<file path="config.mk">
export PLATFORM = sky130hd
export DESIGN_NAME = delayed_pulse_scheduler
export DESIGN_NICKNAME = d
export VERILOG_FILES = /design/src/rtl/dps_pkg.sv /design/src/rtl/dps_slot_bank.sv /design/src/rtl/delayed_pulse_scheduler.sv
export SDC_FILE = /design/constraint.sdc
export NUM_CORES = 1
export LEC_CHECK = 0
export BUFFER_PORTS_ARGS = -buffer_cell sky130_fd_sc_hd__buf_2
export CELL_PAD_IN_SITES_DETAIL_PLACEMENT = 1
export CELL_PAD_IN_SITES_GLOBAL_PLACEMENT = 2
export CORE_ASPECT_RATIO = 2
export CORE_MARGIN = 3
export CORE_UTILIZATION = 40
export CTS_BUF_LIST = sky130_fd_sc_hd__clkbuf_8
export DETAILED_ROUTE_END_ITERATION = 10
export GPL_TIMING_DRIVEN = 0
export PLACE_DENSITY = 0.86
export SLEW_MARGIN = 40
export SYNTH_ARGS = -nofsm -noshare
export SYNTH_HDL_FRONTEND = slang
export SYNTH_HIERARCHICAL = 1
export SYNTH_SLANG_ARGS = --single-unit
</file>
<file path="constraint.sdc">
create_clock -name clk -period 6.9 [get_ports clk]
set_input_delay 1.035 -clock clk [delete_from_list [all_inputs] [get_ports clk]]
set_output_delay 1.035 -clock clk [all_outputs]
set_load 0.02 [all_outputs]
</file>
<file path="src/rtl/dps_pkg.sv">
// Package for the delayed pulse scheduler: sizes, register map, reset values and shared types.
`timescale 1ns / 1ps

package dps_pkg;

  localparam int SLOT_COUNT  = 8;
  localparam int FRAME_WIDTH = 32;

  localparam int TRIG_W  = 4;
  localparam int DELAY_W = 16;
  localparam int CNT_W   = $clog2(SLOT_COUNT + 1);
  localparam int CMP_W   = CNT_W + TRIG_W;

  localparam int DATA_W = 32;
  localparam int ADDR_W = 3;

  // Register indexes, decoded from paddr[2]
  localparam logic REG_DELAY  = 1'b0;
  localparam logic REG_REPEAT = 1'b1;

  localparam logic [DELAY_W-1:0] DELAY_RESET  = 16'd16;
  localparam logic               REPEAT_RESET = 1'b1;

  localparam logic [TRIG_W-1:0] FIRE_MAX = 4'd15;

  typedef logic [FRAME_WIDTH-1:0] frame_t;
  typedef logic [TRIG_W-1:0]      trig_t;

  // Request from the pipeline to the slot bank for the beat being retired
  typedef struct packed {
    logic  step;
    logic  act;
    logic  one_shot;
    logic  en;
    trig_t triggers;
  } slot_ctrl_t;

  // Outcome of one beat as decided by the slot bank
  typedef struct packed {
    trig_t fire_count;
    trig_t dropped_count;
    logic  halt;
  } slot_stat_t;

endpackage

</file>
<file path="src/rtl/dps_slot_bank.sv">
// Slot bank of the delayed pulse scheduler: pending targets, firing match and free-slot allocation.
`timescale 1ns / 1ps

module dps_slot_bank (
  input  logic                clk,
  input  logic                rst_n,
  input  dps_pkg::slot_ctrl_t ctrl,
  input  dps_pkg::frame_t     now,
  input  dps_pkg::frame_t     target,
  output dps_pkg::slot_stat_t stat
);
  import dps_pkg::*;

  logic [SLOT_COUNT-1:0] slot_valid_r;
  logic [SLOT_COUNT-1:0] slot_valid_nxt;
  frame_t                slot_target_r [SLOT_COUNT];
  logic [SLOT_COUNT-1:0] due;
  logic [SLOT_COUNT-1:0] first_due;
  logic [SLOT_COUNT-1:0] cleared;
  logic [SLOT_COUNT-1:0] after_fire;
  logic [SLOT_COUNT-1:0] free;
  logic [SLOT_COUNT-1:0] take;
  logic [SLOT_COUNT-1:0] below;
  logic [CNT_W-1:0]      rank     [SLOT_COUNT];
  logic [CNT_W-1:0]      fired;
  logic [CNT_W-1:0]      free_cnt;
  logic [CMP_W-1:0]      trig_ext;
  logic [CMP_W-1:0]      free_ext;
  logic [CMP_W-1:0]      fired_ext;
  logic [CMP_W-1:0]      drop_ext;
  logic                  halt;

  always_comb begin
    for (int i = 0; i < SLOT_COUNT; i++) begin
      due[i] = slot_valid_r[i] && (slot_target_r[i] == now);
    end
    first_due = due & (~due + {{(SLOT_COUNT-1){1'b0}}, 1'b1});
    halt      = ctrl.act && ctrl.one_shot && (|due);
    cleared   = halt ? first_due : due;
    after_fire = ctrl.act ? (slot_valid_r & ~cleared) : slot_valid_r;
    free      = ~after_fire;

    // A free slot is taken when fewer free slots lie below it than triggers arrived
    for (int i = 0; i < SLOT_COUNT; i++) begin
      below   = free & ~({SLOT_COUNT{1'b1}} << i);
      rank[i] = CNT_W'($countones(below));
      take[i] = free[i] && ({{TRIG_W{1'b0}}, rank[i]} < {{CNT_W{1'b0}}, ctrl.triggers});
    end
    if (!(ctrl.act && ctrl.en && !halt)) begin
      take = '0;
    end
    slot_valid_nxt = after_fire | take;

    fired    = ctrl.act ? (halt ? CNT_W'(1) : CNT_W'($countones(due))) : '0;
    free_cnt = CNT_W'($countones(free));
    trig_ext = {{CNT_W{1'b0}}, ctrl.triggers};
    free_ext = {{TRIG_W{1'b0}}, free_cnt};
    fired_ext = {{TRIG_W{1'b0}}, fired};
    if (ctrl.act && ctrl.en && !halt && (trig_ext > free_ext)) begin
      drop_ext = trig_ext - free_ext;
    end else begin
      drop_ext = '0;
    end

    stat.fire_count    = (fired_ext > {{CNT_W{1'b0}}, FIRE_MAX}) ? FIRE_MAX
                                                                 : fired_ext[TRIG_W-1:0];
    stat.dropped_count = drop_ext[TRIG_W-1:0];
    stat.halt          = halt;
  end

  always_ff @(posedge clk) begin
    if (!rst_n) begin
      slot_valid_r <= '0;
    end else if (ctrl.step) begin
      slot_valid_r <= slot_valid_nxt;
    end
  end

  // Targets need no reset: a slot is only compared while its valid bit is set
  always_ff @(posedge clk) begin
    for (int i = 0; i < SLOT_COUNT; i++) begin
      if (ctrl.step && take[i]) begin
        slot_target_r[i] <= target;
      end
    end
  end

endmodule

</file>
<file path="src/rtl/delayed_pulse_scheduler.sv">
// Top level of the delayed pulse scheduler: register port, frame counter and beat pipeline.
`timescale 1ns / 1ps

//  Channel   Direction  Handshake            Payload
//  in_       input      in_valid / in_stall  in_trigger_count[3:0], in_enabled
//  out_      output     out_valid/out_stall  out_fire_count[3:0], out_dropped_count[3:0],
//                                            out_finished
//  config    APB        psel/penable/pready  paddr[2:0], pwdata[31:0], prdata[31:0]
//
// One frame beat is accepted every clock cycle while in_stall is low. Each beat passes an
// input register and then a result register; the slot match, free-slot allocation and
// counter update all sit between those two registers.
// Reset is synchronous and active low; it clears the frame counter, all slot valid bits,
// the stopped flag and the pipeline, and loads delay_frames = 16, repeat_mode = 1.
// A stalled result holds the result register, and the input register then stalls the
// input channel only if it too holds a beat.

module delayed_pulse_scheduler (
  input  logic                     clk,
  input  logic                     rst_n,
  input  logic                     in_valid,
  output logic                     in_stall,
  input  dps_pkg::trig_t           in_trigger_count,
  input  logic                     in_enabled,
  output logic                     out_valid,
  input  logic                     out_stall,
  output dps_pkg::trig_t           out_fire_count,
  output dps_pkg::trig_t           out_dropped_count,
  output logic                     out_finished,
  input  logic                     psel,
  input  logic                     penable,
  input  logic                     pwrite,
  input  logic [dps_pkg::ADDR_W-1:0] paddr,
  input  logic [dps_pkg::DATA_W-1:0] pwdata,
  output logic [dps_pkg::DATA_W-1:0] prdata,
  output logic                     pready
);
  import dps_pkg::*;

  // Configuration registers
  logic [DELAY_W-1:0] delay_r;
  logic               repeat_r;
  logic               cfg_wr;

  // Block state
  frame_t frame_r;
  logic   stopped_r;
  logic   stopped_nxt;

  // Input register stage
  logic  s1_vld_r;
  logic  s1_vld_nxt;
  trig_t s1_trig_r;
  logic  s1_en_r;

  // Result register stage
  logic  out_vld_r;
  logic  out_vld_nxt;
  trig_t out_fire_r;
  trig_t out_drop_r;
  logic  out_fin_r;

  logic       in_take;
  logic       out_free;
  logic       s1_go;
  logic       act;
  frame_t     target;
  slot_ctrl_t ctrl;
  slot_stat_t stat;

  // Register port. Writes land on the access phase; reads are combinational.
  assign pready = 1'b1;
  assign cfg_wr = psel && penable && pwrite && pready;

  always_comb begin
    case (paddr[2])
      REG_DELAY:  prdata = {{(DATA_W-DELAY_W){1'b0}}, delay_r};
      REG_REPEAT: prdata = {{(DATA_W-1){1'b0}}, repeat_r};
      default:    prdata = '0;
    endcase
  end

  always_ff @(posedge clk) begin
    if (!rst_n) begin
      delay_r  <= DELAY_RESET;
      repeat_r <= REPEAT_RESET;
    end else if (cfg_wr) begin
      case (paddr[2])
        REG_DELAY:  delay_r  <= pwdata[DELAY_W-1:0];
        REG_REPEAT: repeat_r <= pwdata[0];
        default: ;
      endcase
    end
  end

  // Flow control. The result register frees up when empty or when its beat is taken;
  // the input register moves on whenever the result register can take its beat.
  assign out_free   = !out_vld_r || !out_stall;
  assign s1_go      = s1_vld_r && out_free;
  assign in_stall   = s1_vld_r && !out_free;
  assign in_take    = in_valid && !in_stall;
  assign s1_vld_nxt = in_take || (s1_vld_r && !s1_go);
  assign out_vld_nxt = s1_go || (out_vld_r && !out_free);

  // The block only acts while running and with a non-zero delay.
  assign act    = !stopped_r && (delay_r != '0);
  assign target = frame_r + {{(FRAME_WIDTH-DELAY_W){1'b0}}, delay_r};

  always_comb begin
    ctrl.step     = s1_go;
    ctrl.act      = act;
    ctrl.one_shot = !repeat_r;
    ctrl.en       = s1_en_r;
    ctrl.triggers = s1_trig_r;
  end

  dps_slot_bank u_slots (
    .clk    (clk),
    .rst_n  (rst_n),
    .ctrl   (ctrl),
    .now    (frame_r),
    .target (target),
    .stat   (stat)
  );

  // A one-shot firing latches the stopped flag, and it reads back in the same beat.
  assign stopped_nxt = stopped_r || stat.halt;

  always_ff @(posedge clk) begin
    if (!rst_n) begin
      frame_r   <= '0;
      stopped_r <= 1'b0;
      s1_vld_r  <= 1'b0;
      out_vld_r <= 1'b0;
    end else begin
      s1_vld_r  <= s1_vld_nxt;
      out_vld_r <= out_vld_nxt;
      if (s1_go) begin
        frame_r   <= frame_r + FRAME_WIDTH'(1);
        stopped_r <= stopped_nxt;
      end
    end
  end

  // Payload registers carry no reset.
  always_ff @(posedge clk) begin
    if (in_take) begin
      s1_trig_r <= in_trigger_count;
      s1_en_r   <= in_enabled;
    end
    if (s1_go) begin
      out_fire_r <= stat.fire_count;
      out_drop_r <= stat.dropped_count;
      out_fin_r  <= stopped_nxt;
    end
  end

  assign out_valid         = out_vld_r;
  assign out_fire_count    = out_fire_r;
  assign out_dropped_count = out_drop_r;
  assign out_finished      = out_fin_r;

endmodule

</file>
# == Yosys cells after proc, flatten, opt, wreduce, memory -nomap -nowiden ==
# Memory sizes are Yosys's and may differ from the RTL's.
# Cells that the tools add are included.
# op_classes
n_addsub,23
n_mul,0
div,0
n_lt_le_gt_ge,9
n_eq_ne,8
n_shift,0
muxes,21
bitwise_logic,8
n_reduce_logical,54
# op_table
cell,n
$eq 32x32->1,8
$pmux 32 s2,1
$logic_and 1x1->1,37
$add 32x1->32 const B,1
$add 32x16->32,1
$add 4x4->4,8
$lt 4x4->1,6
$mux 8,3
$not 8->8,3
$mux 1,17
$add 1x1->2,8
$and 8x8->8,2
$reduce_bool 16->1,1
$add 4x1->4,3
$add 8x1->8 const B,1
$logic_not 1->1,8
$or 8x8->8,1
$reduce_or 8->1,1
$gt 4x4->1,1
$logic_or 1x1->1,4
$lt 1x4->1,1
$lt 1x4->1 const A,1
$reduce_and 2->1,2
$sub 4x4->4,1
other kinds (2),3
# totals
register_bits,74
latchBits,0
mem_bits_rw,256
rom_bits,0
in_bits,47
out_inout_bits,44
wordCells,137
n_memories,1
# memory_table
memory,words,width,rd,rd_ports_with_merged_regs,write_ports,line,rtl
u_slots.slot_target_r,8,32,8,0,8,dps_slot_bank.sv:16,frame_t slot_target_r [SLOT_COUNT];

# == Depth between registers and ports, before layout ==
# An unclocked memory read counts as a cell.
# logic_depth
ltp_word,20
mapped_depth,26
ltp_nobuf,25

# == By module ==
# Netlist, hierarchy kept.
# modules_own_cells
module,instances,cells_per_inst,area_each_um2,seq_area_each_um2
dps_slot_bank,1,869,12688.4,7847.5
delayed_pulse_scheduler,1,487,4216.5,1461.4

# == Least setup slack after synthesis ==
# No wires, ideal clock.
# synth_timing
path_type,register to register
startpoint,reg frame_r[29]
endpoint,"mem u_slots/slot_target_r[1][100] in the netlist's numbering, enable pin"
setup_time_ns,0.425
arrival_time_ns,6.496
t_required_ns,6.475
path_slack_ns,-0.021
stages_incl_launch_ff,24
path_buffers,1
period_less_slack_ns,6.921
cell_sequence,dfxtp_1 > buf_4 > xor2_1 > nor4_1 > nand4_1 > or3_2 > ha_1 > o41ai_2 > a21o_2 > o21ai_4 > mux2i_2 > o21ai_1 > ha_1 > inv_1 > fa_1 > inv_1 > ha_1 > fa_1 > xor2_1 > ha_1 > a21boi_0 > o21ai_0 > nor4b_1 > nor2b_1
# synth_rtl
item,line,rtl
from (decl),delayed_pulse_scheduler.sv:46,frame_t frame_r;
from (signal assigned),delayed_pulse_scheduler.sv:139,frame_r <= frame_r + FRAME_WIDTH'(1);
to (decl),dps_slot_bank.sv:16,

==> run metrics <==
Port-buffer cells=54; Root Buffer=clkbuf_8; most used flip-flop cell after synthesis=edfxtp_1; Total Routed Length=56.6 mm; maximum count of clock buffers along a single path=3; run status=finished clean; launching point of the worst reg2reg path=frame_r[24]; Worst slew margin=36.0%; Inserted Clock Buffers=48; Yosys top cell area share=48.0%; worst vdd rail ir drop=0.141 mV; Die Ht=297 um; CTS tree=yes; distinct cell type count after synthesis=81; wire length of the first global-routing pass=82.2 mm; post-synthesis to final-layout area growth=16.1%; Critical Path RT=7210 ps; post-DR vias/cell=5.57; sum of routed wire segments on met1=17.0 mm; Placeable Area=41400 sq um; Cell Area, Synth=16900 sq um; worst-case reg-to-reg path depth=27; # clock sinks=330; worst min-delay path category=flop to flop; post-route clock period utilization=96.6%; DR WL met2=31.2 mm; met3 wire length=2.63 mm; upper clock frequency limit=150 MHz; critical path start-end classification=flop to flop; number of cell rows=105; warnings from Yosys=6; Static Leak=7.80 nW; total non-filler cell area in the finished layout=19600 sq um; peak fanout along the critical path=15; number of synthesized register bits=330; WHS Path Cells=2; number of vias after detailed routing=11.6k; ranking of synthesized cells by area=edfxtp_1 (48%), xnor2_1 (8.7%), xor2_1 (7.3%); placed wire-length estimate=43.4 mm; maximum number of pins on one net before global-route repair=19; mean cell area of the mapped netlist=12.5 sq um; overall fraction of global-route tracks in use=25.2%; Reg2Reg Setup Slack=240 ps; clock transition time at the flip-flop clock pins of the worst setup and hold paths=70 ps; clock latency on the worst-skew pair=610 ps; starting utilization of the core area=40.8%; share of layout cells above drive strength 1=19.4%; total global routing overflow=0; width of the chip=151 um; per-cell routed wire length=27.2 um; post-route worst hold slack=496 ps; vias in the first global route=12.7k; max-cap viol count=0; number of iterations in the first detailed-routing pass=5; endpoint class of the critical path=flop; CP arrival=6970 ps; number of enable flip-flop cells after synthesis=270; first-iteration detailed-routing DRC count=923; I/O Pins=91; CTS H-Tree Depth=2; fillcell total=4361; launch point of the worst hold path=u_slots/slot_valid_r[5]; Die Area=44900 sq um; Routed Antenna Nets=0; biggest area consumer among synthesized cells=edfxtp_1; global placement routability congestion=0.858; Pwr Total=4.47 mW; measured slew at the worst slew-check pin=955 ps; DR top layer=met4; total placed instance area=18400 sq um; antenna violations before repair=1; endpoints failing setup=0; beginning of the critical path=frame_r[24]; Clock Skew=32.4 ps; layout net count=1625; Final Hold Viols=0; kind of start point of the critical path=flop; post-detailed-route DRC marker count=0; power density over the cells=228 nW/um^2; portion of the post-synthesis area used by sequential elements=55.1%; Slew Limit Fails=0; final worst path period need=6660 ps; number of standard cells after synthesis=1356; share of flip-flops with an asynchronous set or reset=0%
==> cell usage after synthesis, types with 15 or more instances <==
cell and n:
edfxtp_1 270, xnor2_1 167, xor2_1 141, nand2_1 78
dfxtp_1 60, ha_1 56, nand4_1 51, buf_4 44
inv_1 44, nor4_1 40, nor2_1 34, a21oi_1 30
nand3_1 30, nor2b_1 24, and2_1 23, o21ai_0 20
a21boi_0 18, nor3_1 18, clkbuf_1 16, a21o_1 15
fa_1 15
==> layer usage <==
layer  up-vias  GRT usage, %
met4         0          21.0
li1       5117             -
met2       472          47.1
met5         -             0
met3       182          2.87
met1      5811          23.5
==> sequential cells by signal, summed over array words and instances, names as in the netlist, named ones only <==
| signal | flops |
|---|---|
| delay_r | 16 |
| frame_r | 32 |
| out_dropped_count | 4 |
| out_finished | 1 |
| out_fire_count | 4 |
| repeat_r | 1 |
| s1_en_r | 1 |
| s1_trig_r | 4 |
| s1_vld_r | 1 |
| stopped_r | 1 |
| u_slots/slot_target_r | 256 |
| u_slots/slot_valid_r | 8 |
==> where the power goes <==
group	leakage, nW	switching (mW)	internal, mW	total (mW)
clock	0.531	0.793	0.793	1.59
sequential	3.13	0.0375	2.22	2.26
combinational	4.14	0.374	0.254	0.628
==> timing repair <==
item	in CTS	in global routing
resized for setup	17	14
setup buffers	4	2
pin swaps	3	2
setup endpoints to repair	110	97
hold buffers	0	0
==> layout make-up <==
cell class | count | area (sq um) | share of cell area (%)
repair buffers | 86 | 624 | 3.18
clock buffers | 50 | 688 | 3.51
clock inverters | 37 | 250 | 1.28
inverters | 47 | 176 | 0.899
flip-flops and latches | 330 | 9320 | 47.5
well taps | 535 | 669 | 3.41
multi-input cells | 916 | 7350 | 37.4
plain buffers | 78 | 547 | 2.79
diodes | 1 | 2.50 | 0.0128
==> cells by family after synthesis <==
logic type,count (synthesis),synth area share [%]
flops,330,55.1
mux,4,0.266
simple gates,355,11.7
compound gates,161,6.81
other cells,2,0.0444
buf+inv,125,4.19
xor+xnor,308,16.0
fa+ha+maj,71,5.92
==> path summary, 6_finish.rpt <==
path / to
max: u_slots/slot_target_r[1][89]
min: u_slots/slot_valid_r[5]
max reg2reg: u_slots/slot_target_r[1][89]
min reg2reg: u_slots/slot_valid_r[5]
==> cells in the final DEF, fill, tap and decap left out, drive strengths merged, types with 53 or more instances in the layout <==
cell type  instances
dfxtp             60
clkbuf            72
xor2             141
nand2             78
xnor2            167
edfxtp           270
nand4             53
buf              142
ha                56
inv               61
==> worst max-delay path, cell delays in order (launching register included) <==
cell      delay [ps]
dfxtp_1          470
buf_4            270
xnor2_1          140
nand4_1          400
nor4_4           280
buf_4            200
nand3_1          180
ha_1             320
o41ai_4           90
a21o_2           210
o21ai_4          130
mux2i_4          240
o21ai_2          100
ha_1             320
inv_1             70
fa_1             440
inv_1            130
ha_2             350
fa_1             560
ha_1             220
o21ai_0           70
nand2b_1          70
a21o_1           180
a21oi_1          170
nand3_1          160
nor2b_4          210
buf_16           180
buf_8            180
==> through the flow <==
stage               setup WS (ps)  cells  setup TNS (ps)  util [%]
finish                        238   2080               0      47.4
detailed placement           -838   1986          -50360      44.5
global placement            -2670   1960         -408880      43.3
global route               -0.675   2080          -0.675      47.4
CTS                          11.1   2077               0      47.2
floorplan                     110   1371               0         -
Note: power is estimated with default switching activity, not from simulation.
